File: config.mk
export PLATFORM = sky130hd
export DESIGN_NAME = lcpr_ram
export DESIGN_NICKNAME = d
export VERILOG_FILES = /design/src/rtl/lcpr_ram.sv
export SDC_FILE = /design/constraint.sdc
export NUM_CORES = 1
export LEC_CHECK = 0
export BUFFER_PORTS_ARGS = -buffer_cell sky130_fd_sc_hd__buf_2
export CAP_MARGIN = 5
export CORE_MARGIN = 1
export CORE_UTILIZATION = 45
export DETAILED_ROUTE_END_ITERATION = 6
export GPL_TIMING_DRIVEN = 0
export SETUP_SLACK_MARGIN = 0.5
export SLEW_MARGIN = 20
export SYNTH_ARGS = -nofsm -noshare
export SYNTH_HDL_FRONTEND = slang
export SYNTH_SLANG_ARGS = --single-unit
export TNS_END_PERCENT = 50
File: constraint.sdc
create_clock -name clock -period 5 [get_ports clock]
set_clock_uncertainty 0.15 [all_clocks]
set_input_delay 0.5 -clock clock [delete_from_list [all_inputs] [get_ports clock]]
set_output_delay 0.5 -clock clock [all_outputs]
set_load 0.05 [all_outputs]
File: src/rtl/lcpr_ram.sv
// ----------------------------------------------------------------------------
// lcpr_ram
// Generic single-write, single-read RAM with registered read data.
// ----------------------------------------------------------------------------
module lcpr_ram #(
   parameter int WIDTH = 8,
   parameter int DEPTH = 16
) (
   input  logic                     clock,
   input  logic                     wr_en,
   input  logic [$clog2(DEPTH)-1:0] wr_addr,
   input  logic [WIDTH-1:0]         wr_data,
   input  logic                     rd_en,
   input  logic [$clog2(DEPTH)-1:0] rd_addr,
   output logic [WIDTH-1:0]         rd_data
);

   logic [WIDTH-1:0] mem_ff [DEPTH];
   logic [WIDTH-1:0] rd_data_ff;

   // read returns the old contents on an address collision
   always_ff @(posedge clock) begin
      if (wr_en) begin
         mem_ff[wr_addr] <= wr_data;
      end
      if (rd_en) begin
         rd_data_ff <= mem_ff[rd_addr];
      end
   end

   assign rd_data = rd_data_ff;

endmodule

==> results_dict.tcl <==
set metrics [dict create \
    status "complete, no violations" \
    antennaDiodeCount 0 \
    cap_violations 0 \
    fp.coreArea_mm2 0.0111 \
    slew_viol_final 0 \
    crit_buf_inv 1 \
    fin_util_pct 55.5 \
    synth_warnings 0 \
    synth_top_family_by_area "multiplexers" \
    crit_cells 3 \
    htreeDepth 4 \
    cts-hold-fix-buffers 0 \
    synth_nets 248 \
    gp_congestion 0.674 \
    fill_cells 836 \
    power.total_mw 2.68 \
    crit_fanout 8 \
    cts_setup_buffers 0 \
    crit_arrival_ns 1.83 \
    yosysUniqueCellTypes 18 \
    rows 38 \
    maxSlewHeadroom_pct 42.8 \
    cts_resized 0 \
    p_leak_nw 2.04 \
    grt_pass1_vias 2430 \
    cts-buffers-inserted 17 \
    dp_hpwl_um 6010 \
    clock_sinks 136 \
    synth_mux_area_share_pct 14.8 \
    antenna_found_initial 0 \
    layout-drive-gt1-share_pct 31.1 \
    synthXorXnorAreaFrac_pct 0 \
    start_util_pct 47.2 \
    worstPathRequired_ns 4.88 \
    cpPeakStageDelay_ns 0.68 \
    synthSimpleGateAreaFrac_pct 3.14 \
    ys_ff_latch 136 \
    worst_slew_pin_slew_ns 0.856 \
    synthTopCellsByArea "edfxtp_1 78%, mux4_2 7.8%, mux4_1 7.0%, a22oi_1 2.3%, nor2_1 0.93%" \
    clk_latency_ns 0.41 \
    clock.fmax_mhz 512 \
    r2r_cells 3 \
    routed_wirelength_um 9570 \
    multi_input_area_mm2 0.00108 \
    place_worst_setup_slack_ns 2.62 \
    r2r_end "rd_data[0]" \
    rsz0062_at_grt "false" \
    setup_viol 0 \
    grt_use_total_pct 18.1 \
    wl_per_cell_um 22.5 \
    ios 27 \
    crit_family "simple AND/OR/NAND/NOR gates" \
    tritoncts "built" \
    port_buffers 25 \
    critPathSlowestCell "nor2_1" \
    synthAdderAreaFrac_pct 0 \
    endpoint "mem_ff[1][5]" \
    path_clk_slew_ns 0.06 \
    path_cells "buf_2 -> or3b_2 -> nor2_1" \
    powerDensity_mw_per_mm2 436 \
    drc 0 \
    drt-pass1-iter-count 4 \
    worst-setup-path-type "in2reg" \
    yosysSeqAreaShare_pct 78.1 \
    regArea_mm2 0.00408 \
    synth_top_area_cell "edfxtp_1" \
    syn_inst 229 \
    place_inst 394 \
    vias_per_cell 5.61 \
    synth_top_cell_area_share_pct 78.1 \
    grt_pass1_wl_um 14500 \
    clock-root-buffer "clkbuf_16" \
    clockBufferDepth 2 \
    worstSetupStartpointType "input pin" \
    r2r_slack_ns 3.24 \
    synth_compound_area_share_pct 2.30 \
    ant_nets 0 \
    area.growth.synth_to_final_pct 17.7 \
    syn_area_mm2 0.00523 \
    overflow 0 \
    final.setup.tns_ns 0 \
    fin_nets 292 \
    hold_class "in2reg" \
    min_period_ns 1.95 \
    reg2reg_from "mem_ff[6][0]" \
    hold_viol 0 \
    vias 2390 \
    grt_max_degree 17 \
    fp.dieH_um 110 \
    crit_path_end_kind "flop" \
    die_w_um 110 \
    vdd_drop_max_v 0.000215 \
    startpoint "wr_addr[2]" \
    die-area_mm2 0.0121 \
    fin_cells 426 \
    timing.final.ws_setup_ns 3.05 \
    finalCritPeriodShare_pct 39.1 \
    avgSynthCellArea_um2 22.8 \
    drt-initial-drc-count 148 \
]
[sequential cells by signal (all words and copies together) (netlist names)]
name     count
rd_data      8
mem_ff     128
[metrics by stage]
step	hold WS [ns]	instance area [µm²]
finish	0.292	6150
floorplan	0.449	5230
global route	0.294	6150
global placement	0.585	5530
CTS	0.290	6150
detailed placement	0.590	5550
[per-layer routing]
metal  wire length [µm]  track usage, %  part of all wire, %  up-vias
li1                   -               -                    -     1070
met1               4360            25.9                   46     1232
met2               4500            26.3                   47       75
met5                  0               0                    0        -
met4                187            7.81                  2.0        0
met3                515            4.92                  5.4       13
[synthesized netlist by cell type, drive strengths merged]
cell           number
edfxtp            136
or3b                1
nand2b              2
and2                1
a22oi              16
nor2               13
clkdlybuf4s25       3
buf                 7
nor3                4
nand2               9
nand3               1
nor2b               1
and2b               1
nand3b              2
mux4               32
[final cells by class]
cell class | instances | share of cell area (%)
timing repair buffer | 25 | 2.03
tap | 140 | 2.85
clock buffer | 18 | 6.98
buffer | 10 | 1.40
sequential | 136 | 66.4
clock inverter | 14 | 2.83
multi-input combinational | 83 | 17.5
[kinds of logic (layout without fill, tap and decap cells)]
| family | count (synthesis) | in the layout |
|---|---|---|
| buffers and inverters | 10 | 67 |
| AOI/OAI and AO/OA | 16 | 16 |
| DFF | 136 | 136 |
| muxes | 32 | 32 |
| and+or+nand+nor | 35 | 35 |
[how the worst min path moves through the flow]
| stage | startpoint | to | slack [ns] | depth (start not counted) |
|---|---|---|---|---|
| after CTS | rd_en | rd_data[2] | 0.29 | 1 |
| after global placement | mem_ff[11][2] | rd_data[2] | 0.58 | 3 |
| after global routing | rd_en | rd_data[2] | 0.29 | 1 |
| final | rd_en | rd_data[3] | 0.29 | 1 |
| after floorplan | wr_data[0] | mem_ff[0][0] | 0.45 | 0 |
| after detailed placement | mem_ff[11][1] | rd_data[1] | 0.59 | 3 |
[worst reg2reg max path, stage by stage (launching register included)]
cell	delay [ns]
edfxtp_1	0.37
mux4_1	0.56
a22oi_1	0.34
nand2_1	0.09
[power by group]
group | internal (mW) | switching, mW
sequential | 1.28 | 0.00501
clock | 0.788 | 0.467
combinational | 0.0497 | 0.0892
[layout by cell type (no fill, tap or decap), drive strengths merged, types with 2 or more instances in the layout]
cell type / n
clkdlybuf4s25: 3
edfxtp: 136
clkinv: 4
bufinv: 3
buf: 32
nand2: 9
nand2b: 2
clkbuf: 18
clkinvlp: 4
mux4: 32
nor2: 13
inv: 3
nand3b: 2
nor3: 4
a22oi: 16
No activity file was read; power rests on OpenSTA's default activity.
