$ cat src/rtl/lcpr_pkg.sv
// ----------------------------------------------------------------------------
// lcpr_pkg
// Shared types and constants for the lossless context pixel reconstructor.
// ----------------------------------------------------------------------------
package lcpr_pkg;

   localparam int CTX_COUNT_DEF = 365;
   localparam int PIXEL_W       = 8;
   localparam int SYMBOL_W      = 9;
   localparam int CTX_W         = 9;
   localparam int CSR_IDX_W     = 2;
   localparam int CSR_DATA_W    = 8;

   // register indexes
   localparam logic [CSR_IDX_W-1:0] CSR_THRESH_ONE   = 2'd0;
   localparam logic [CSR_IDX_W-1:0] CSR_THRESH_TWO   = 2'd1;
   localparam logic [CSR_IDX_W-1:0] CSR_THRESH_THREE = 2'd2;
   localparam logic [CSR_IDX_W-1:0] CSR_HALVING      = 2'd3;

   localparam logic [7:0] THRESH_ONE_RST   = 8'd3;
   localparam logic [7:0] THRESH_TWO_RST   = 8'd7;
   localparam logic [7:0] THRESH_THREE_RST = 8'd21;
   localparam logic [7:0] HALVING_RST      = 8'd64;

   localparam int CTX_WEIGHT_Q0 = 81;
   localparam int CTX_WEIGHT_Q1 = 9;

   typedef struct packed {
      logic [PIXEL_W-1:0]  left_pixel;
      logic [PIXEL_W-1:0]  above_pixel;
      logic [PIXEL_W-1:0]  above_left_pixel;
      logic [PIXEL_W-1:0]  above_right_pixel;
      logic [SYMBOL_W-1:0] mapped_error;
   } req_payload_type;

   typedef struct packed {
      logic [PIXEL_W-1:0] pixel_value;
      logic [CTX_W-1:0]   context_index;
   } rsp_payload_type;

   typedef struct packed {
      logic [7:0] thresh_one;
      logic [7:0] thresh_two;
      logic [7:0] thresh_three;
   } grad_thresh_type;

   // context choice and prediction for one item
   typedef struct packed {
      logic [CTX_W-1:0]   ctx;
      logic               negative;
      logic [PIXEL_W-1:0] pred;
   } ctx_sel_type;

   // per-context counters A, B, C, N
   typedef struct packed {
      logic [15:0]       a;
      logic signed [8:0] b;
      logic signed [7:0] c;
      logic [7:0]        n;
   } ctx_entry_type;

   localparam int CTX_ENTRY_W = $bits(ctx_entry_type);

   localparam ctx_entry_type CTX_ENTRY_INIT = '{a: 16'd4, b: 9'sd0, c: 8'sd0, n: 8'd1};

endpackage

$ cat src/rtl/lcpr_ctx_select.sv
// ----------------------------------------------------------------------------
// lcpr_ctx_select
// Gradient quantization, sign folding to a context number, and the median
// edge predictor.
// ----------------------------------------------------------------------------
module lcpr_ctx_select (
   input  lcpr_pkg::req_payload_type item,
   input  lcpr_pkg::grad_thresh_type thresh,
   output lcpr_pkg::ctx_sel_type     sel
);
   import lcpr_pkg::*;

   function automatic logic signed [3:0] quantize(
      input logic signed [8:0] d,
      input logic [7:0]        t1,
      input logic [7:0]        t2,
      input logic [7:0]        t3
   );
      logic signed [8:0] p1, p2, p3;
      logic signed [3:0] q;
      p1 = $signed({1'b0, t1});
      p2 = $signed({1'b0, t2});
      p3 = $signed({1'b0, t3});
      if (d <= -p3)       q = -4'sd4;
      else if (d <= -p2)  q = -4'sd3;
      else if (d <= -p1)  q = -4'sd2;
      else if (d < 9'sd0) q = -4'sd1;
      else if (d == 9'sd0) q = 4'sd0;
      else if (d < p1)    q = 4'sd1;
      else if (d < p2)    q = 4'sd2;
      else if (d < p3)    q = 4'sd3;
      else                q = 4'sd4;
      return q;
   endfunction

   logic signed [8:0]  d0, d1, d2;
   logic signed [3:0]  q0, q1, q2;
   logic signed [3:0]  f0, f1, f2;
   logic               negative;
   logic signed [10:0] ctx_sum;
   logic [7:0]         lo, hi;
   logic [8:0]         planar;
   logic [7:0]         pred;

   always_comb begin
      d0 = $signed({1'b0, item.above_right_pixel}) - $signed({1'b0, item.above_pixel});
      d1 = $signed({1'b0, item.above_pixel}) - $signed({1'b0, item.above_left_pixel});
      d2 = $signed({1'b0, item.above_left_pixel}) - $signed({1'b0, item.left_pixel});
      q0 = quantize(d0, thresh.thresh_one, thresh.thresh_two, thresh.thresh_three);
      q1 = quantize(d1, thresh.thresh_one, thresh.thresh_two, thresh.thresh_three);
      q2 = quantize(d2, thresh.thresh_one, thresh.thresh_two, thresh.thresh_three);

      // first nonzero gradient decides the sign
      negative = (q0 < 4'sd0) ||
                 (q0 == 4'sd0 && (q1 < 4'sd0 || (q1 == 4'sd0 && q2 < 4'sd0)));
      f0 = negative ? -q0 : q0;
      f1 = negative ? -q1 : q1;
      f2 = negative ? -q2 : q2;
      ctx_sum = 11'(f0) * 11'(CTX_WEIGHT_Q0) + 11'(f1) * 11'(CTX_WEIGHT_Q1) + 11'(f2);

      // median edge predictor
      if (item.left_pixel < item.above_pixel) begin
         lo = item.left_pixel;
         hi = item.above_pixel;
      end else begin
         lo = item.above_pixel;
         hi = item.left_pixel;
      end
      planar = {1'b0, item.left_pixel} + {1'b0, item.above_pixel}
             - {1'b0, item.above_left_pixel};
      if (item.above_left_pixel >= hi)      pred = lo;
      else if (item.above_left_pixel <= lo) pred = hi;
      else                                  pred = planar[7:0];
   end

   assign sel.ctx      = ctx_sum[CTX_W-1:0];
   assign sel.negative = negative;
   assign sel.pred     = pred;

endmodule

$ cat config.mk
export PLATFORM = sky130hd
export DESIGN_NAME = lcpr_ctx_select
export DESIGN_NICKNAME = d
export VERILOG_FILES = /design/src/rtl/lcpr_pkg.sv /design/src/rtl/lcpr_ctx_select.sv
export SDC_FILE = /design/constraint.sdc
export NUM_CORES = 1
export LEC_CHECK = 0
export ABC_AREA = 1
export BUFFER_PORTS_ARGS = -buffer_cell sky130_fd_sc_hd__buf_2
export CORE_UTILIZATION = 45
export DETAILED_ROUTE_END_ITERATION = 16
export PLACE_DENSITY = 0.62
export SYNTH_ARGS = -nofsm -noshare
export SYNTH_HDL_FRONTEND = slang
export SYNTH_SLANG_ARGS = --single-unit
$ cat constraint.sdc
create_clock -name vclk -period 9.5
set_input_delay 0.475 -clock vclk [all_inputs]
set_output_delay 0.475 -clock vclk [all_outputs]
set_load 0.05 [all_outputs]
==> results.yml, run 1 <==
synth:
  synthSimpleGateAreaFrac_pct: 29.8
  yosys.area_share.adder_pct: 41.8
  synthMuxAreaShare_pct: 0.120
  synth_compound_area_share_pct: 11.4
  syn_inst: 1297
  synth_top_family_by_area: "adder cells"
  yosysWarnings: 0
  synth_xor_area_share_pct: 5.37
  syn_nets: 1626
  ys_types: 42
  yosysSeqAreaShare_pct: 0
  syn_area_sq_um: 8320
  avgSynthCellArea_sq_um: 6.41
routing:
  first_iter_violations: 327
  first_pass_iters: 6
  drt_wl_total_um: 22700
  vias_per_cell: 5.21
  wire_per_inst_um: 14.2
  vias: 8326
  antenna_left: 0
  drc_errors: 0
floorplanning:
  fp.dieW_um: 138
  core_sq_um: 18000
  die_h_um: 138
  ios: 83
  dieArea_sq_um: 19000
  start_util_pct: 46.1
  rows: 49
pwr:
  finalPower_mw: 2.61
  powerDensity_nw_per_um2: 291
  ir_drop_mv: 0.992
  p_leak_nw: 5.34
layout:
  syn_to_final_growth_pct: 7.81
  final_nets: 1699
  final_cells: 1597
  seqCellArea_sq_um: 0
  drive_gt1_share_pct: 8.19
  insertedDiodeCount: 0
  n_clock_buffer: 0
  seq_cell_count: 0
  design_area_sq_um: 8970
global_routing:
  grt_max_degree: 33
  overflow: 0
  grt_pass1_vias: 7769
  grt_pass1_wl_um: 36500
  track_usage_pct: 24.4
  antenna_found_initial: 0
worst_setup_path:
  arrival_ns: 8.24
  crit_path_top_delay_cell: "fa_1"
  path_class: "input port to primary output"
  cp-end-kind: "primary output"
  cp_max_fo: 12
  path_common_cell: "nand2_1"
  max_stage_delay_ns: 0.54
  required_ns: 9.03
  startpoint_type: "input port"
sta:
  fin_crit_sh_pct: 91.7
  period_needed_ns: 8.71
  setup_viol: 0
  worst_slew_pin_slew_ns: 1.12
  finalHoldViolCount: 0
  relSlewSlack_pct: 24.2
  fin_setup_tns_ns: 0
  rsz0062_at_grt: "false"
  final_max_slew_viol_count: 0
  max_freq_mhz: 115
placed_design:
  gp_congestion: 0.916
  placed_cells: 1597
  io_buffers: 74
  place_area_sq_um: 8970
  hpwlAfterDp_um: 19400
clock_network:
  ctsHoldBuffers: 0
  cts_setup_buffers: 0
  cts_resized: 0
worst_hold_path:
  hp-class: "input port to primary output"
flow_run:
  cap_violations: 0
status:
  outcome: "complete, no violations"
## critical path, delay by kind of cell
kind | cells | cell delay (ns)
xor gates and xnor gates | 1 | 0.29
and+or+nand+nor | 20 | 2.43
buffers and inverters | 9 | 0.93
adders and majority gates | 10 | 3.46
AOI/OAI and AO/OA | 4 | 0.63
## layout by cell type, fill, tap and decap left out, types with 3 or more instances in the layout
| cell type | count |
|---|---|
| nand2_1 | 321 |
| ha_1 | 241 |
| inv_1 | 239 |
| nor2_1 | 85 |
| a21oi_1 | 84 |
| buf_2 | 74 |
| nand3_1 | 73 |
| xor2_1 | 44 |
| o21ai_0 | 35 |
| nand4_1 | 30 |
| fa_1 | 23 |
| o211ai_1 | 13 |
| nor3_1 | 13 |
| nand3b_1 | 10 |
| o21a_1 | 7 |
| xnor2_1 | 7 |
| nand2_2 | 6 |
| nand3_2 | 6 |
| nand2_4 | 5 |
| buf_4 | 5 |
| inv_2 | 4 |
| a21o_1 | 4 |
| o21ai_1 | 4 |
| o2111ai_1 | 4 |
| o21bai_1 | 4 |
| nor2_2 | 3 |
## cell families (layout without fill, tap and decap cells)
group | count (synthesis) | in the layout
fa+ha+maj | 264 | 264
xor+xnor | 51 | 51
buf+inv | 251 | 322
mux | 1 | 1
simple gates | 564 | 564
compound gates | 166 | 166
## synthesized netlist by cell type (4+ instances only)
cell type  count  area share [%]
a21o_1         4            0.36
a21oi_1       84             5.1
clkbuf_1       5            0.23
fa_1          23             5.5
ha_1         241              36
inv_1        239              11
inv_2          4            0.18
nand2_1      321              14
nand2_2        6            0.45
nand2_4        5            0.68
nand3_1       73             4.4
nand3_2        6            0.72
nand3b_1      10            0.90
nand4_1       30             2.3
nor2_1        85             3.8
nor3_1        13            0.78
o2111ai_1      4            0.42
o211ai_1      13             1.2
o21a_1         7            0.63
o21ai_0       35             2.1
o21ai_1        4            0.24
o21bai_1       4            0.36
xnor2_1        7            0.74
xor2_1        44             4.6
## routing by layer
layer / part of all wire (%) / GRT usage, %
met2: 44 / 42.1
met3: 4.7 / 1.02
met5: 0 / 0
met1: 48 / 32.7
met4: 3.6 / 7.43
## cell type report
cell class,instances,area [sq um]
Inverter,243,912
Timing Repair Buffer,79,408
Fill cell,1926,9060
Multi-Input combinational cell,1046,7360
Tap cell,229,287
## where the power goes
group          total, mW  internal (mW)  switching, mW
Combinational       2.61          0.810           1.80
Sequential             0              0              0
Clock                  0              0              0
## final timing paths
check	startpoint	cells past startpoint	slack (ns)	end
worst max-delay path	item[25]	44	0.79	sel[17]
worst min-delay path	item[40]	4	1.61	sel[7]
## per-stage QoR
step	setup slack [ns]	util (%)	hold WS, ns
detailed placement	0.792	49.8	1.61
floorplan	1.89	-	1.43
global placement	0.778	49.8	1.61
CTS	0.759	49.8	1.61
finish	0.786	49.8	1.61
global route	0.158	49.8	1.65
(Power assumes the default switching activity.)
==> inputs of run 2 (changes only) <==
--- a/config.mk
+++ b/config.mk
@@ -6,7 +6,7 @@
 export NUM_CORES = 1
 export LEC_CHECK = 0
 export ABC_AREA = 1
-export BUFFER_PORTS_ARGS = -buffer_cell sky130_fd_sc_hd__buf_2
+export BUFFER_PORTS_ARGS = -buffer_cell sky130_fd_sc_hd__buf_4
 export CORE_UTILIZATION = 45
 export DETAILED_ROUTE_END_ITERATION = 16
 export PLACE_DENSITY = 0.62
==> results.yml, run 2 (same netlist as run 1, synthesis figures left out) <==
pwr:
  powerDensity_nw_per_um2: 302
  power_frac_seq_pct: 0
  power.switching_mw: 1.82
  comb_power_share_pct: 100.0
  p_leak_nw: 5.41
  p_sw_share_pct: 65.9
  pwr-share-clk_pct: 0
  ir_drop_mv: 1.14
  finalPower_mw: 2.76
  intPower_mw: 0.941
sta:
  relSlewSlack_pct: 16.3
  setup_viol: 0
  fin_crit_sh_pct: 92.1
  fin_setup_tns_ns: 0
  finalWorstSetupSlack_ns: 0.749
  max_freq_mhz: 114
  whs_ns: 1.54
  rsz0062_at_grt: "false"
  finalHoldViolCount: 0
  worst_slew_pin_slew_ns: 1.24
  period_needed_ns: 8.75
  final_max_slew_viol_count: 0
clock_network:
  cts_setup_buffers: 0
  ctsHoldBuffers: 0
  cts_resized: 0
placed_design:
  hpwlAfterDp_um: 19500
  place_area_sq_um: 9150
  gp_congestion: 0.899
  dpl_worst_slack_ns: 0.761
  io_buffers: 74
  placed_cells: 1597
worst_setup_path:
  max_stage_delay_ns: 0.55
  arrival_ns: 8.28
  required_ns: 9.03
  cp_max_fo: 12
  path_common_cell: "nand2_1"
  startpoint_type: "input port"
  path_class: "input port to primary output"
  crit_path_top_delay_cell: "fa_1"
  cp-end-kind: "primary output"
routing:
  wire_per_inst_um: 14.3
  drt_wl_total_um: 22900
  first_iter_violations: 420
  vias_per_cell: 5.22
  first_pass_iters: 5
  vias: 8342
  drc_errors: 0
  antenna_left: 0
global_routing:
  grt_max_degree: 33
  overflow: 0
  antenna_found_initial: 0
  grt_pass1_vias: 7831
  track_usage_pct: 24.9
  grt_pass1_wl_um: 37400
worst_hold_path:
  hp-class: "input port to primary output"
floorplanning:
  die_h_um: 138
  core_sq_um: 18000
  rows: 49
  dieArea_sq_um: 19000
  fp.dieW_um: 138
  start_util_pct: 46.1
  ios: 83
layout:
  seqCellArea_sq_um: 0
  n_fill_cell: 1982
  insertedDiodeCount: 0
  mostFrequentLayoutCell: "nand2_1"
  n_clock_buffer: 0
  seq_cell_count: 0
  layout_common_cells: "nand2_1, ha_1, inv_1"
  final_core_util_pct: 50.8
  drive_gt1_share_pct: 8.19
  final_nets: 1699
  design_area_sq_um: 9150
  syn_to_final_growth_pct: 10.0
  final_cells: 1597
status:
  outcome: "complete, no violations"
flow_run:
  cap_violations: 0
## run 2: cell counts in the layout (fill, tap and decap cells not counted)
Identical to the previous run, type by type.
## run 2: layout make-up
cell class         count  area, sq um  share of cell area [%]
inverters            243          912                    9.97
multi-input cells   1046         7360                    80.4
well taps            229          287                    3.13
repair buffers        79          593                    6.48
## run 2: power groups by stage
| stage | logic [mW] | registers (mW) | clock network [mW] |
|---|---|---|---|
| floorplan | 2.10 | 0 | 0 |
| global route | 3.10 | 0 | 0 |
| global placement | 2.74 | 0 | 0 |
| detailed placement | 2.78 | 0 | 0 |
| CTS | 2.79 | 0 | 0 |
| finish | 2.76 | 0 | 0 |
## run 2: worst max-delay path: cells and delay by family
kind / cells / cell delay [ns]
xor gates and xnor gates: 1 / 0.27
buffers and inverters: 9 / 0.83
adders and majority gates: 10 / 3.52
AOI/OAI and AO/OA: 4 / 0.63
and+or+nand+nor: 20 / 2.52
## run 2: worst paths after layout
check,startpoint,endpoint,slack (ns),depth (start not counted)
max,item[25],sel[17],0.75,44
min,item[38],sel[5],1.54,4
## run 2: layer usage
metal	track usage [%]	part of all wire, %
met1	34.1	48
met4	4.77	2.1
met2	43.4	45
met5	0	0
met3	0.877	4.3
==> inputs of run 3 (changes only) <==
--- a/config.mk
+++ b/config.mk
@@ -10,6 +10,7 @@
 export CORE_UTILIZATION = 45
 export DETAILED_ROUTE_END_ITERATION = 16
 export PLACE_DENSITY = 0.62
+export REMOVE_ABC_BUFFERS = 1
 export SYNTH_ARGS = -nofsm -noshare
 export SYNTH_HDL_FRONTEND = slang
 export SYNTH_SLANG_ARGS = --single-unit
==> results.yml, run 3 (same netlist as run 1, synthesis figures left out) <==
sta:
  fin_setup_tns_ns: 0
  finalWorstSetupSlack_ns: 0.849
  period_needed_ns: 8.65
  fin_crit_sh_pct: 91.1
  max_freq_mhz: 116
  rsz0062_at_grt: "false"
  setup_viol: 0
  final_max_slew_viol_count: 0
  finalHoldViolCount: 0
  relSlewSlack_pct: 51.1
  worst_slew_pin_slew_ns: 0.730
worst_setup_path:
  arrival_ns: 8.18
  max_stage_delay_ns: 0.55
  path_common_cell: "nand2_1"
  startpoint_type: "input port"
  required_ns: 9.03
  cp_max_fo: 12
  crit_path_top_delay_cell: "fa_1"
  cp-end-kind: "primary output"
  path_class: "input port to primary output"
floorplanning:
  dieArea_sq_um: 19000
  core_sq_um: 18000
  die_h_um: 138
  ios: 83
  rows: 49
  start_util_pct: 46.1
  fp.dieW_um: 138
routing:
  vias_per_cell: 5.24
  wire_per_inst_um: 14.6
  first_pass_iters: 5
  drc_errors: 0
  antenna_left: 0
  drt_wl_total_um: 23300
  vias: 8381
  first_iter_violations: 424
clock_network:
  ctsHoldBuffers: 0
  cts_resized: 0
  cts_setup_buffers: 0
placed_design:
  dpl_worst_slack_ns: 0.874
  place_area_sq_um: 9170
  io_buffers: 74
  gp_congestion: 0.875
  hpwlAfterDp_um: 19800
layout:
  insertedDiodeCount: 0
  n_clock_buffer: 0
  drive_gt1_share_pct: 8.32
  design_area_sq_um: 9170
  syn_to_final_growth_pct: 10.2
  seq_cell_count: 0
  final_nets: 1701
  mostFrequentLayoutCell: "nand2_1"
  seqCellArea_sq_um: 0
  layout_common_cells: "nand2_1, ha_1, inv_1"
global_routing:
  grt_max_degree: 23
  grt_pass1_vias: 7745
  antenna_found_initial: 0
  track_usage_pct: 25.3
  overflow: 0
  grt_pass1_wl_um: 37500
status:
  outcome: "complete, no violations"
worst_hold_path:
  hp-start: "item[38]"
  hp-class: "input port to primary output"
  min_to: "sel[5]"
  whs_path_depth: 4
pwr:
  p_leak_nw: 5.42
  ir_drop_mv: 1.05
  powerDensity_nw_per_um2: 302
flow_run:
  cap_violations: 0
[run 3: layout make-up]
class,count,area [sq um]
fill,1909,8860
multi-input combinational,1046,7360
inverter,243,912
timing repair buffer,81,608
tap,229,287
[run 3: metal layers]
metal  vias up  share of wire [%]  wire length [um]  global-route usage, %
li1       4428                  -                 -                      -
met1      3733                 47             11000                   34.4
met2       200                 46             10800                   44.4
met3        20                5.1              1200                   1.06
met4         0                1.4               334                   4.29
met5         -                  0                 0                      0
[run 3: per-stage QoR]
step | util (%) | hold slack [ns] | instances | total power [mW]
final | 50.9 | 1.50 | 1599 | 2.77
after global routing | 50.9 | 1.59 | 1599 | 3.11
after CTS | 50.9 | 1.50 | 1599 | 2.80
after detailed placement | 50.9 | 1.49 | 1599 | 2.78
after global placement | 50.9 | 1.51 | 1599 | 2.75
after floorplan | - | 1.43 | 1289 | 2.10
[run 3: power by group]
group          internal (mW)  leakage (nW)  total [mW]  switching, mW
sequential                 0             0           0              0
combinational          0.944          5.42        2.77           1.83
clock                      0             0           0              0
total                  0.944          5.42        2.77           1.83
[run 3: how the worst max path moves through the flow]
stage | slack, ns | endpoint | from | depth (start not counted)
4_1_cts | 0.84 | sel[17] | item[25] | 44
3_3_place_gp | 0.94 | sel[17] | item[25] | 44
2_1_floorplan | 1.77 | sel[16] | item[25] | 39
3_5_place_dp | 0.87 | sel[17] | item[25] | 44
5_1_grt | 0.23 | sel[17] | item[25] | 44
6_report | 0.85 | sel[17] | item[25] | 44
[run 3: critical path: cells and delay by family]
kind	cells	cell delay, ns
XOR/XNOR	1	0.31
AO/OA/AOI/OAI	4	0.64
AND/OR/NAND/NOR	20	2.45
adder cells (fa/ha/maj)	10	3.47
buffers and inverters	9	0.83
