==> config.mk <==
export PLATFORM = sky130hd
export DESIGN_NAME = lcpr_ctx_update
export DESIGN_NICKNAME = d
export VERILOG_FILES = /design/src/rtl/lcpr_pkg.sv /design/src/rtl/lcpr_ctx_update.sv
export SDC_FILE = /design/constraint.sdc
export NUM_CORES = 1
export LEC_CHECK = 0
export ABC_AREA = 0
export BUFFER_PORTS_ARGS = -buffer_cell sky130_fd_sc_hd__buf_2
export CORE_MARGIN = 2
export CORE_UTILIZATION = 40
export DETAILED_ROUTE_END_ITERATION = 7
export SYNTH_ARGS = -nofsm -noshare
export SYNTH_HDL_FRONTEND = slang
export SYNTH_SLANG_ARGS = --single-unit
==> constraint.sdc <==
create_clock -name vclk -period 8.5
set_input_delay 0.85 -clock vclk [all_inputs]
set_output_delay 0.85 -clock vclk [all_outputs]
set_load 0.02 [all_outputs]
==> src/rtl/lcpr_pkg.sv <==
// ----------------------------------------------------------------------------
// lcpr_pkg
// Shared types and constants for the lossless context pixel reconstructor.
// ----------------------------------------------------------------------------
package lcpr_pkg;

   localparam int CTX_COUNT_DEF = 365;
   localparam int PIXEL_W       = 8;
   localparam int SYMBOL_W      = 9;
   localparam int CTX_W         = 9;
   localparam int CSR_IDX_W     = 2;
   localparam int CSR_DATA_W    = 8;

   // register indexes
   localparam logic [CSR_IDX_W-1:0] CSR_THRESH_ONE   = 2'd0;
   localparam logic [CSR_IDX_W-1:0] CSR_THRESH_TWO   = 2'd1;
   localparam logic [CSR_IDX_W-1:0] CSR_THRESH_THREE = 2'd2;
   localparam logic [CSR_IDX_W-1:0] CSR_HALVING      = 2'd3;

   localparam logic [7:0] THRESH_ONE_RST   = 8'd3;
   localparam logic [7:0] THRESH_TWO_RST   = 8'd7;
   localparam logic [7:0] THRESH_THREE_RST = 8'd21;
   localparam logic [7:0] HALVING_RST      = 8'd64;

   localparam int CTX_WEIGHT_Q0 = 81;
   localparam int CTX_WEIGHT_Q1 = 9;

   typedef struct packed {
      logic [PIXEL_W-1:0]  left_pixel;
      logic [PIXEL_W-1:0]  above_pixel;
      logic [PIXEL_W-1:0]  above_left_pixel;
      logic [PIXEL_W-1:0]  above_right_pixel;
      logic [SYMBOL_W-1:0] mapped_error;
   } req_payload_type;

   typedef struct packed {
      logic [PIXEL_W-1:0] pixel_value;
      logic [CTX_W-1:0]   context_index;
   } rsp_payload_type;

   typedef struct packed {
      logic [7:0] thresh_one;
      logic [7:0] thresh_two;
      logic [7:0] thresh_three;
   } grad_thresh_type;

   // context choice and prediction for one item
   typedef struct packed {
      logic [CTX_W-1:0]   ctx;
      logic               negative;
      logic [PIXEL_W-1:0] pred;
   } ctx_sel_type;

   // per-context counters A, B, C, N
   typedef struct packed {
      logic [15:0]       a;
      logic signed [8:0] b;
      logic signed [7:0] c;
      logic [7:0]        n;
   } ctx_entry_type;

   localparam int CTX_ENTRY_W = $bits(ctx_entry_type);

   localparam ctx_entry_type CTX_ENTRY_INIT = '{a: 16'd4, b: 9'sd0, c: 8'sd0, n: 8'd1};

endpackage

==> src/rtl/lcpr_ctx_update.sv <==
// ----------------------------------------------------------------------------
// lcpr_ctx_update
// Bias-corrected prediction, error unmapping, pixel reconstruction and the
// A/B/C/N counter update for one context.
// ----------------------------------------------------------------------------
module lcpr_ctx_update (
   input  logic [lcpr_pkg::SYMBOL_W-1:0] mapped_error,
   input  lcpr_pkg::ctx_sel_type         sel,
   input  lcpr_pkg::ctx_entry_type       entry,
   input  logic [7:0]                    halving_limit,
   output lcpr_pkg::ctx_entry_type       entry_new,
   output logic [lcpr_pkg::PIXEL_W-1:0]  pixel
);
   import lcpr_pkg::*;

   logic signed [9:0]  c_ext, pred_ext, px_raw;
   logic [7:0]         px;
   logic               k_zero, invert, flip, halve;
   logic signed [9:0]  two_b, neg_n;
   logic [7:0]         half_sym;
   logic signed [9:0]  err, err_signed;
   logic [8:0]         mag;
   logic signed [10:0] b1, b2, b3, b_up, b_dn, n2_ext, neg_n2;
   logic [16:0]        a1;
   logic [15:0]        a_sat, a2;
   logic [7:0]         n_half, n2;
   logic signed [7:0]  c3;

   always_comb begin
      // prediction with bias correction, clamped
      c_ext    = 10'(entry.c);
      pred_ext = $signed({2'b00, sel.pred});
      px_raw   = sel.negative ? pred_ext - c_ext : pred_ext + c_ext;
      if (px_raw < 10'sd0)        px = 8'd0;
      else if (px_raw > 10'sd255) px = 8'd255;
      else                        px = px_raw[7:0];

      // unmap: k is zero when N >= A; inverted mapping if k is zero and 2B <= -N
      k_zero   = {8'd0, entry.n} >= entry.a;
      two_b    = {entry.b[8], entry.b} <<< 1;
      neg_n    = -$signed({2'b00, entry.n});
      invert   = k_zero && (two_b <= neg_n);
      half_sym = mapped_error[8:1];
      flip     = mapped_error[0] ^ invert;
      err      = flip ? $signed(~{2'b00, half_sym}) : $signed({2'b00, half_sym});
      mag      = flip ? {1'b0, half_sym} + 9'd1 : {1'b0, half_sym};

      b1    = 11'(entry.b) + 11'(err);
      a1    = {1'b0, entry.a} + {8'd0, mag};
      a_sat = a1[16] ? 16'hFFFF : a1[15:0];

      halve  = entry.n >= halving_limit;
      a2     = halve ? (a_sat >> 1) : a_sat;
      b2     = halve ? (b1 >>> 1) : b1;
      n_half = halve ? (entry.n >> 1) : entry.n;
      n2     = n_half + 8'd1;

      n2_ext = $signed({3'b000, n2});
      neg_n2 = -n2_ext;
      b_up   = b2 + n2_ext;
      b_dn   = b2 - n2_ext;
      if (b2 <= neg_n2) begin
         b3 = (b_up <= neg_n2) ? neg_n2 + 11'sd1 : b_up;
         c3 = (entry.c == -8'sd128) ? entry.c : entry.c - 8'sd1;
      end else if (b2 > 11'sd0) begin
         b3 = (b_dn > 11'sd0) ? 11'sd0 : b_dn;
         c3 = (entry.c == 8'sd127) ? entry.c : entry.c + 8'sd1;
      end else begin
         b3 = b2;
         c3 = entry.c;
      end

      err_signed = sel.negative ? -err : err;
   end

   assign entry_new.a = a2;
   assign entry_new.b = b3[8:0];
   assign entry_new.c = c3;
   assign entry_new.n = n2;
   assign pixel       = px + err_signed[7:0];

endmodule

==> impl_results.md, run 1 <==
* Status: complete, no violations
* Peak supply drop at 0.222 mV
* CP peak stage delay at 0.51 ns
* Synth Area per Inst at 7.07 um^2
* Post-Synth Simple-Gate Area at a little under a quarter
* DP Worst Slack at -0.431 ns
* Sequential-to-total area share from yosys stat at 0%
* Final core occ at 57.4%
* Required @ worst endpoint at 7.65 ns
* Max Freq at 120 MHz
* Final instance area at 8370 um^2
* Mapped Area at 5990 um^2
* Worst Setup End Kind: output pin
* Leak pwr at 0.00393 uW
* Syn_nets at between 1000 and 1500
* Vias per cell at 5.51
* Crit path max fanout at 5
* Max Cap Viol at 0
* Synth Area in Adders at 22.9%
* Seq cells at 0
* Total die area at ~16000 um^2
* Total gr overflow at 0
* Worst min path class: in -> out
* Initial DRC Count at 328
* Synth warn at 0
* DR DRC count at 0
* Slowest CP cell: or4b_4
* Area delta synth->final at 39.7%
* Hpwl dp at 15600 um
* Worst setup SP type: primary input
* Wire length per cell at 15.4 um
* GRT Total Usage at 22.2%
* Main combinational cell family by area after synthesis: compound AO/OA/AOI/OAI gates
* Layout cells sized above 1 at 35.6%
* Unrepaired setup endpoints after global routing: true
* Final setup vio count at 0
* Fillcell total at 1387
* First-pass GRT wire length at 30400 um
* Fin crit share at 98.4%
* I/O pin count at 125
* Routability cong. at 0.948
* Vias in the first global route at 6319
* Starting density of the core at 41.1%
* Critical Path AT at 7.51 ns
* Nets at around 1200
* Pre-antenna DRT Iters at 5
* Largest net degree at the start of global routing at 27
* CORE AREA at 14600 um^2
* Row Count at 44
* Seq. cell area at 0 um^2
* Compound-Gate Fraction of Synth Area at around 30%
* Worst-Margin Slew at 0.794 ns
* Cell variety after synth at 90
* Multiplexer area fraction after synthesis at a little over 2%
* Die Width at about 130 um
* Post-layout min period at 8.36 ns
* Post-Synthesis Cells at about 850
* Antenna diodes at 0
* Most numerous cell on the critical path: buf_4
* IO buf count at 116
* Placed Area at 7500 um^2
* Initial antenna violation count at 0
* Final Max Tran Viols at 0
* Pwr/cell area at 212 nW/um^2
* Count of final hold-check violations at 0
* CP Class: in -> out
* Rel. slew slack at 46.9%
* Wirelength, routed at 19100 um
* CLK BUF at 0
* Routed Antenna Nets at 0
* Xor-xnor portion of the synthesized cell area at 13.4%
* Hold Path Stages at 3
* Die Ht at 126 um
* Fin worst setup slack at 0.138 ns
* Routed via count at 6858
==> layer usage <==
metal,global-route usage (%),wire [um],part of all wire (%)
met2,37.8,8870,46
met5,0,0,0
met4,3.36,358,1.9
met1,31.6,9060,47
met3,1.10,840,4.4
==> power breakdown <==
part	switching (uW)	total, uW	leakage (uW)	internal [uW]
sequential	0	0	0	0
clock	0	0	0	0
combinational	937	1780	0.00393	841
==> placed cells by master (no fill, tap or decap), types with 7 or more instances in the layout <==
cell	netlist	layout
a21o_1	13	13
a21oi_1	71	60
a21oi_2	1	10
a31oi_1	8	7
and2_1	9	8
and3_1	11	10
buf_2	1	105
buf_4	2	127
buf_6	3	13
ha_1	100	88
ha_4	0	9
inv_1	71	65
inv_2	5	11
mux2i_1	9	7
nand2_1	66	62
nand2b_1	12	11
nand3_1	27	24
nand4_1	17	17
nor2_1	54	53
nor3_1	17	12
nor4_1	8	8
o211ai_1	15	15
o21a_1	16	16
o21ai_0	45	35
o21ai_1	6	9
o21bai_1	16	9
xnor2_1	56	47
xnor2_2	4	11
xor2_1	28	23
==> path summary, 6_finish.rpt <==
kind	from	endpoint	slack, ns
min	entry[11]	entry_new[11]	2.08
max	entry[0]	entry_new[23]	0.14
==> synthesized netlist by cell type, types with 5 or more instances <==
cell type / instances / area [um^2]
ha_1: 100 / 1250
a21oi_1: 71 / 355
inv_1: 71 / 267
nand2_1: 66 / 248
xnor2_1: 56 / 490
nor2_1: 54 / 203
o21ai_0: 45 / 225
xor2_1: 28 / 245
nand3_1: 27 / 135
clkbuf_1: 22 / 82.6
nand4_1: 17 / 106
nor3_1: 17 / 85.1
o21a_1: 16 / 120
o21bai_1: 16 / 120
o211ai_1: 15 / 113
a21o_1: 13 / 97.6
nand2b_1: 12 / 75.1
and3_1: 11 / 68.8
and2_1: 9 / 56.3
mux2i_1: 9 / 90.1
or3_1: 9 / 56.3
a31oi_1: 8 / 50.1
nor4_1: 8 / 50.1
a22oi_1: 6 / 45.0
buf_1: 6 / 22.5
fa_1: 6 / 120
o21ai_1: 6 / 30.0
a211oi_1: 5 / 37.5
inv_2: 5 / 18.8
nor2b_1: 5 / 31.3
==> metrics by stage <==
stage                     setup TNS [ns]  instances  power, uW  hold WS, ns
after floorplan                        0        848        958         1.84
after global placement             -3.78       1227       1480         2.07
after detailed placement           -5.14       1227       1490         2.07
after CTS                        -0.0136       1229       1530         2.08
after global routing               -2.21       1244       1940         2.09
final                                  0       1244       1780         2.08
==> worst max-delay path, delay by kind of cell <==
kind	cells	cell delay, ns
AO/OA/AOI/OAI	9	1.60
XOR/XNOR	2	0.32
adder cells (fa/ha/maj)	4	1.03
buffers and inverters	10	1.42
multiplexers	1	0.28
AND/OR/NAND/NOR	12	2.02
==> kinds of logic after synthesis <==
kind of cell | after synthesis
AND/OR/NAND/NOR | 267
XOR/XNOR | 88
multiplexers | 12
adder cells (fa/ha/maj) | 106
buffers and inverters | 113
AO/OA/AOI/OAI | 262
==> area by class of cell <==
class	instances	area, um^2	share of cell area (%)
multi-input combinational	735	6190	73.9
timing repair buffer	247	1660	19.8
inverter	78	295	3.53
tap	184	230	2.75
==> what timing repair did <==
action                                  4_1_cts  5_1_grt
gates resized for setup                      23      126
buffers inserted                              2       14
endpoints found under the setup margin       17       17
pin swaps                                    14       49
gates cloned                                  0        1
hold endpoints to repair                      0        0
hold buffers                                  0        0
(Power assumes the default switching activity.)
==> run 2: changes to the inputs <==
==> constraint.sdc (replaced) <==
create_clock -name vclk -period 8.5
set_input_delay 1.7 -clock vclk [all_inputs]
set_output_delay 1.7 -clock vclk [all_outputs]
set_load 0.02 [all_outputs]
==> run 2 against run 1 <==
Compared with the run above: routed wire length up 14%; first-iteration DRC count grew 29%; final cell count up 14%; highest routed layer unchanged; combinational power grew 19%; critical path type unchanged; worst hold slack better by 1.7 ns; the run now ends with setup timing left; largest cell class unchanged; total power up 19%.
==> impl_results.md, run 2 (synthesis gave the netlist of run 1 again) <==
* Status: complete, but fails checks
* Violated checks: setup timing
* Leak pwr at 0.00482 uW (+23%)
* Final instance area at 10000 um^2 (+20%)
* Largest net degree at the start of global routing at 27 (unchanged)
* CP Class: in -> out
* Total gr overflow at 0 (unchanged)
* Most numerous cell on the critical path: buf_4
* Total die area at 16000 um^2 (unchanged)
* Row Count at 44 (unchanged)
* Psw at 1060 uW (+13%)
* Hpwl dp at 17100 um (+10%)
* CLK BUF at 0 (unchanged)
* Routed via count at 7654 (+12%)
* Seq. cell area at 0 um^2 (unchanged)
* Pre-antenna DRT Iters at 5 (unchanged)
* Commonest cells after routing, fill and taps aside: buf_4, buf_2, ha_1
* CTS Hold Bufs at 0 (unchanged)
* I/O pin count at 125 (unchanged)
* Final setup TNS at -22.58 ns (-22.58 ns)
* Fin Hold WS at 3.79 ns (+1.71 ns)
* Routability cong. at 0.924 (-2.5%)
* DP Worst Slack at -1.60 ns (-1.17 ns)
* Pwr/cell area at 211 nW/um^2 (-0.67%)
* Die Ht at 126 um (unchanged)
* GRT Total Usage at 25.4% (+3.2 points)
* Initial DRC Count at 423 (+29%)
* Seq cells at 0 (unchanged)
* Most common cell after layout, fill and taps aside: buf_4
* Die Width at 126 um (unchanged)
* Switching Share at 50.1% (-2.6 points)
* IO buf count at 116 (unchanged)
* Initial antenna violation count at 1 (+1)
* Vias in the first global route at 7430 (+18%)
* Worst Setup End Kind: output pin
* Unrepaired setup endpoints after global routing: true
* P_int at 1060 uW (+26%)
* Wire length per cell at 15.4 um (-0.13%)
* Post-layout min period at 9.90 ns (+1.54 ns)
* Max Freq at 101 MHz (-16%)
* Final core occ at 68.7% (+11 points)
* Critical Path AT at 8.20 ns (+0.69 ns)
* CORE AREA at 14600 um^2 (unchanged)
* Fillcell total at 1211 (-13%)
* Area delta synth->final at 67.3%
* Required @ worst endpoint at 6.80 ns (-0.85 ns)
* Hold Path Stages at 3 (unchanged)
* Fin worst setup slack at -1.40 ns (-1.54 ns)
* Peak supply drop at 0.143 mV (-36%)
* Final setup vio count at 28 (+28)
* Layout cells sized above 1 at 48.4% (+13 points)
* Vias per cell at 5.41 (-1.8%)
* Fin crit share at 117% (+18 points)
* Worst setup SP type: primary input
* Flop pwr share at 0% (unchanged)
* Combinational share of power at 100.0% (about the same)
* Wirelength, routed at 21700 um (+14%)
* Nets at 1413 (+14%)
* Routed Antenna Nets at 0 (unchanged)
* Slowest CP cell: or3_4
* Rel. slew slack at 37.3% (-9.6 points)
* Starting density of the core at 41.1% (unchanged)
* Count of final hold-check violations at 0 (unchanged)
* Final Max Tran Viols at 0 (unchanged)
* Worst min path class: in -> out
* Crit path max fanout at 5 (unchanged)
* CP peak stage delay at 0.39 ns (-0.12 ns)
* Worst-Margin Slew at 0.932 ns (+0.138 ns)
* Placed Area at 8810 um^2 (+17%)
* DR DRC count at 0 (unchanged)
* Clock share of power at 0% (unchanged)
* Max Cap Viol at 0 (unchanged)
* First-pass GRT wire length at 34600 um (+14%)
==> run 2: path summary, 6_finish.rpt <==
check	from	to	slack, ns
worst min-delay path	entry[11]	entry_new[11]	3.79
worst max-delay path	entry[0]	entry_new[19]	-1.40
==> run 2: area by class of cell <==
cell class,instances,area [um^2],area share [%]
Antenna cell,1,2.50,0.0250
Inverter,78,302,3.01
Multi-Input combinational cell,735,6470,64.5
Tap cell,184,230,2.30
Timing Repair Buffer,416,3030,30.2
==> run 2: worst max-delay path, delay by kind of cell <==
family | cells | cell delay, ns
compound gates | 11 | 1.94
simple gates | 10 | 1.85
mux | 1 | 0.28
buf+inv | 8 | 1.04
fa+ha+maj | 4 | 1.09
xor+xnor | 2 | 0.28
==> run 2: metal layers <==
| layer | vias to the layer above | part of all wire [%] | track usage (%) |
|---|---|---|---|
| li1 | 3866 | - | - |
| met2 | 182 | 48 | 45.0 |
| met1 | 3578 | 46 | 34.7 |
| met3 | 28 | 4.0 | 1.10 |
| met5 | - | 0 | 0 |
| met4 | 0 | 1.9 | 4.40 |
==> run 2: repair_timing <==
item                                    4_1_cts  5_1_grt
resized for setup                            92       92
endpoints found under the setup margin       34       34
pin swaps                                    68       48
setup buffers                                39       13
cloned                                        0        1
==> run 2: through the flow <==
step	instances	power [uW]
final	1414	2110
after global routing	1414	2280
after CTS	1400	1890
after detailed placement	1362	1700
after global placement	1362	1680
after floorplan	848	1030
==> run 2: power groups by stage <==
| stage | clock [uW] | sequential, uW | combinational (uW) |
|---|---|---|---|
| after floorplan | 0 | 0 | 1030 |
| after global placement | 0 | 0 | 1680 |
| after detailed placement | 0 | 0 | 1700 |
| after CTS | 0 | 0 | 1890 |
| after global routing | 0.0000158 | 0 | 2280 |
| final | 0.0000158 | 0 | 2110 |
==> run 3: changes to the inputs <==
Settings changed: CORE_ASPECT_RATIO from default to 1.2, CORE_UTILIZATION 40 to 30.
==> run 3 against run 2 <==
Compared with the run above: the run still ends with setup timing left; final cell count grew 3.6%; critical path depth is the same; global-route usage shrank 5.9 points; die area grew 32%; setup slack lost 0.040 ns; worst hold slack gained 0.0063 ns; utilization shrank 17 points.
==> impl_results.md, run 3 (synthesis gave the netlist of run 1 again) <==
* Status: complete, but fails checks
* Violated checks: setup timing
* Routed via count at 7522 (-1.7%)
* Pre-antenna DRT Iters at 4 (-1)
* Total die area at 21100 um^2 (+32%)
* HP Start: entry[12]
* Count of final hold-check violations at 0 (unchanged)
* Final instance area at 10100 um^2 (+0.39%)
* Multi-input combinational cell area at 6560 um^2 (+1.5%)
* Seq. cell area at 0 um^2 (unchanged)
* Post-layout min period at 9.94 ns (+0.0398 ns)
* Routability cong. at 0.940 (+1.7%)
* Worst-Margin Slew at 0.804 ns (-0.128 ns)
* I/O pin count at 125 (unchanged)
* Layout cells sized above 1 at 48.0% (-0.41 points)
* Nets at 1388 (-1.8%)
* CLK BUF at 0 (unchanged)
* Worst setup SP type: primary input
* CP peak stage delay at 0.44 ns (+0.05 ns)
* Initial DRC Count at 255 (-40%)
* Total gr overflow at 0 (unchanged)
* Initial antenna violation count at 0 (-1)
* Fin crit share at 117% (+0.47 points)
* Max Freq at 101 MHz (-0.40%)
* Wire length per cell at 15.3 um (-0.12%)
* Fillcell total at 1840 (+52%)
* Crit path max fanout at 6 (+1)
* CP Class: in -> out
* Peak supply drop at 0.197 mV (+37%)
* Area delta synth->final at 68.0%
* Max Cap Viol at 0 (unchanged)
* DR DRC count at 0 (unchanged)
* Vias per cell at 5.13 (-5.1%)
* Seq cells at 0 (unchanged)
* Wirelength, routed at 22500 um (+3.5%)
* Final setup TNS at -21.77 ns (+0.808 ns)
* Starting density of the core at 30.7% (-10 points)
* IO buf count at 116 (unchanged)
* Die Ht at 159 um (+26%)
* Hold Path Stages at 3 (unchanged)
* Slowest CP cell: fa_2
* Final setup vio count at 21 (-25%)
* Die Width at 133 um (+5.2%)
* Vias in the first global route at 7248 (-2.4%)
* Worst Setup End Kind: output pin
* Required @ worst endpoint at 6.80 ns (about the same)
* Pwr/cell area at 212 nW/um^2 (+0.71%)
* Placed Area at 8730 um^2 (-0.92%)
* Unrepaired setup endpoints after global routing: true
* Critical Path AT at 8.24 ns (+0.04 ns)
* Fin worst setup slack at -1.44 ns (-0.0398 ns)
* CTS Hold Bufs at 0 (unchanged)
* Routed Antenna Nets at 0 (unchanged)
* Leak pwr at 0.00472 uW (-2.1%)
* Row Count at 56 (+27%)
* Final Max Tran Viols at 0 (unchanged)
* CORE AREA at 19500 um^2 (+34%)
* Antenna diodes at 0 (-1)
* Commonest cells after routing, fill and taps aside: buf_4, buf_2, ha_1
* Hpwl dp at 18000 um (+4.9%)
* Worst min path class: in -> out
* Largest net degree at the start of global routing at 27 (unchanged)
* Most common cell after layout, fill and taps aside: buf_4
* Worst Hold Endpoint: entry_new[12]
* Rel. slew slack at 45.0% (+7.7 points)
* First-pass GRT wire length at 34800 um (+0.46%)
* GRT Total Usage at 19.5% (-5.9 points)
[run 3: cell count changes in the layout (fill, tap and decap cells not counted), sizes merged]
| cell | change |
|---|---|
| buf | -25 |
| diode | -1 |
[run 3: worst max-delay path by stage]
stage,startpoint,to,slack [ns],cells past startpoint
final,entry[0],entry_new[19],-1.44,36
after global routing,entry[1],entry_new[19],-1.67,36
after CTS,entry[1],entry_new[22],-1.41,35
after detailed placement,entry[0],entry_new[19],-1.68,34
after global placement,entry[0],entry_new[19],-1.58,34
after floorplan,entry[0],entry_new[23],-1.05,38
[run 3: report_power, final]
group	internal, uW	leakage, uW	total [uW]	switching [uW]
clock network	0	0	0	0
registers	0	0	0	0
logic	1070	0.00472	2140	1070
[run 3: routing by layer]
| layer | track usage [%] | up-vias | part of all wire (%) |
|---|---|---|---|
| met3 | 0.575 | 36 | 3.2 |
| met2 | 36.8 | 168 | 52 |
| met5 | 0 | - | 0 |
| li1 | - | 3809 | - |
| met1 | 24.5 | 3509 | 42 |
| met4 | 3.67 | 0 | 2.3 |
[run 3: worst max-delay path: cells and delay by family]
kind | cells | cell delay (ns)
AOI/OAI and AO/OA | 12 | 2.16
xor gates and xnor gates | 3 | 0.46
adders and majority gates | 7 | 1.96
buffers and inverters | 7 | 0.81
muxes | 1 | 0.23
and+or+nand+nor | 6 | 0.90
[run 3: stage by stage]
stage	power, uW	hold slack (ns)	setup WS [ns]	util [%]	std cells
3_5_place_dp	1670	3.79	-1.68	44.7	1417
6_report	2140	3.79	-1.44	51.5	1465
5_1_grt	2310	3.82	-1.67	51.5	1465
2_1_floorplan	1030	3.50	-1.05	-	848
4_1_cts	1850	3.78	-1.41	47.6	1446
3_3_place_gp	1660	3.79	-1.58	44.7	1417
[run 3: layout make-up]
cell class | count | share of cell area [%]
multi-input cells | 735 | 65.2
repair buffers | 391 | 28.5
well taps | 261 | 3.24
inverters | 78 | 3.02
[run 3: timing repair]
| action | in CTS | in global routing |
|---|---|---|
| gates cloned | 0 | 1 |
| buffers inserted | 30 | 20 |
| resized for setup | 91 | 118 |
| endpoints found under the setup margin | 34 | 34 |
| pin swaps | 67 | 66 |
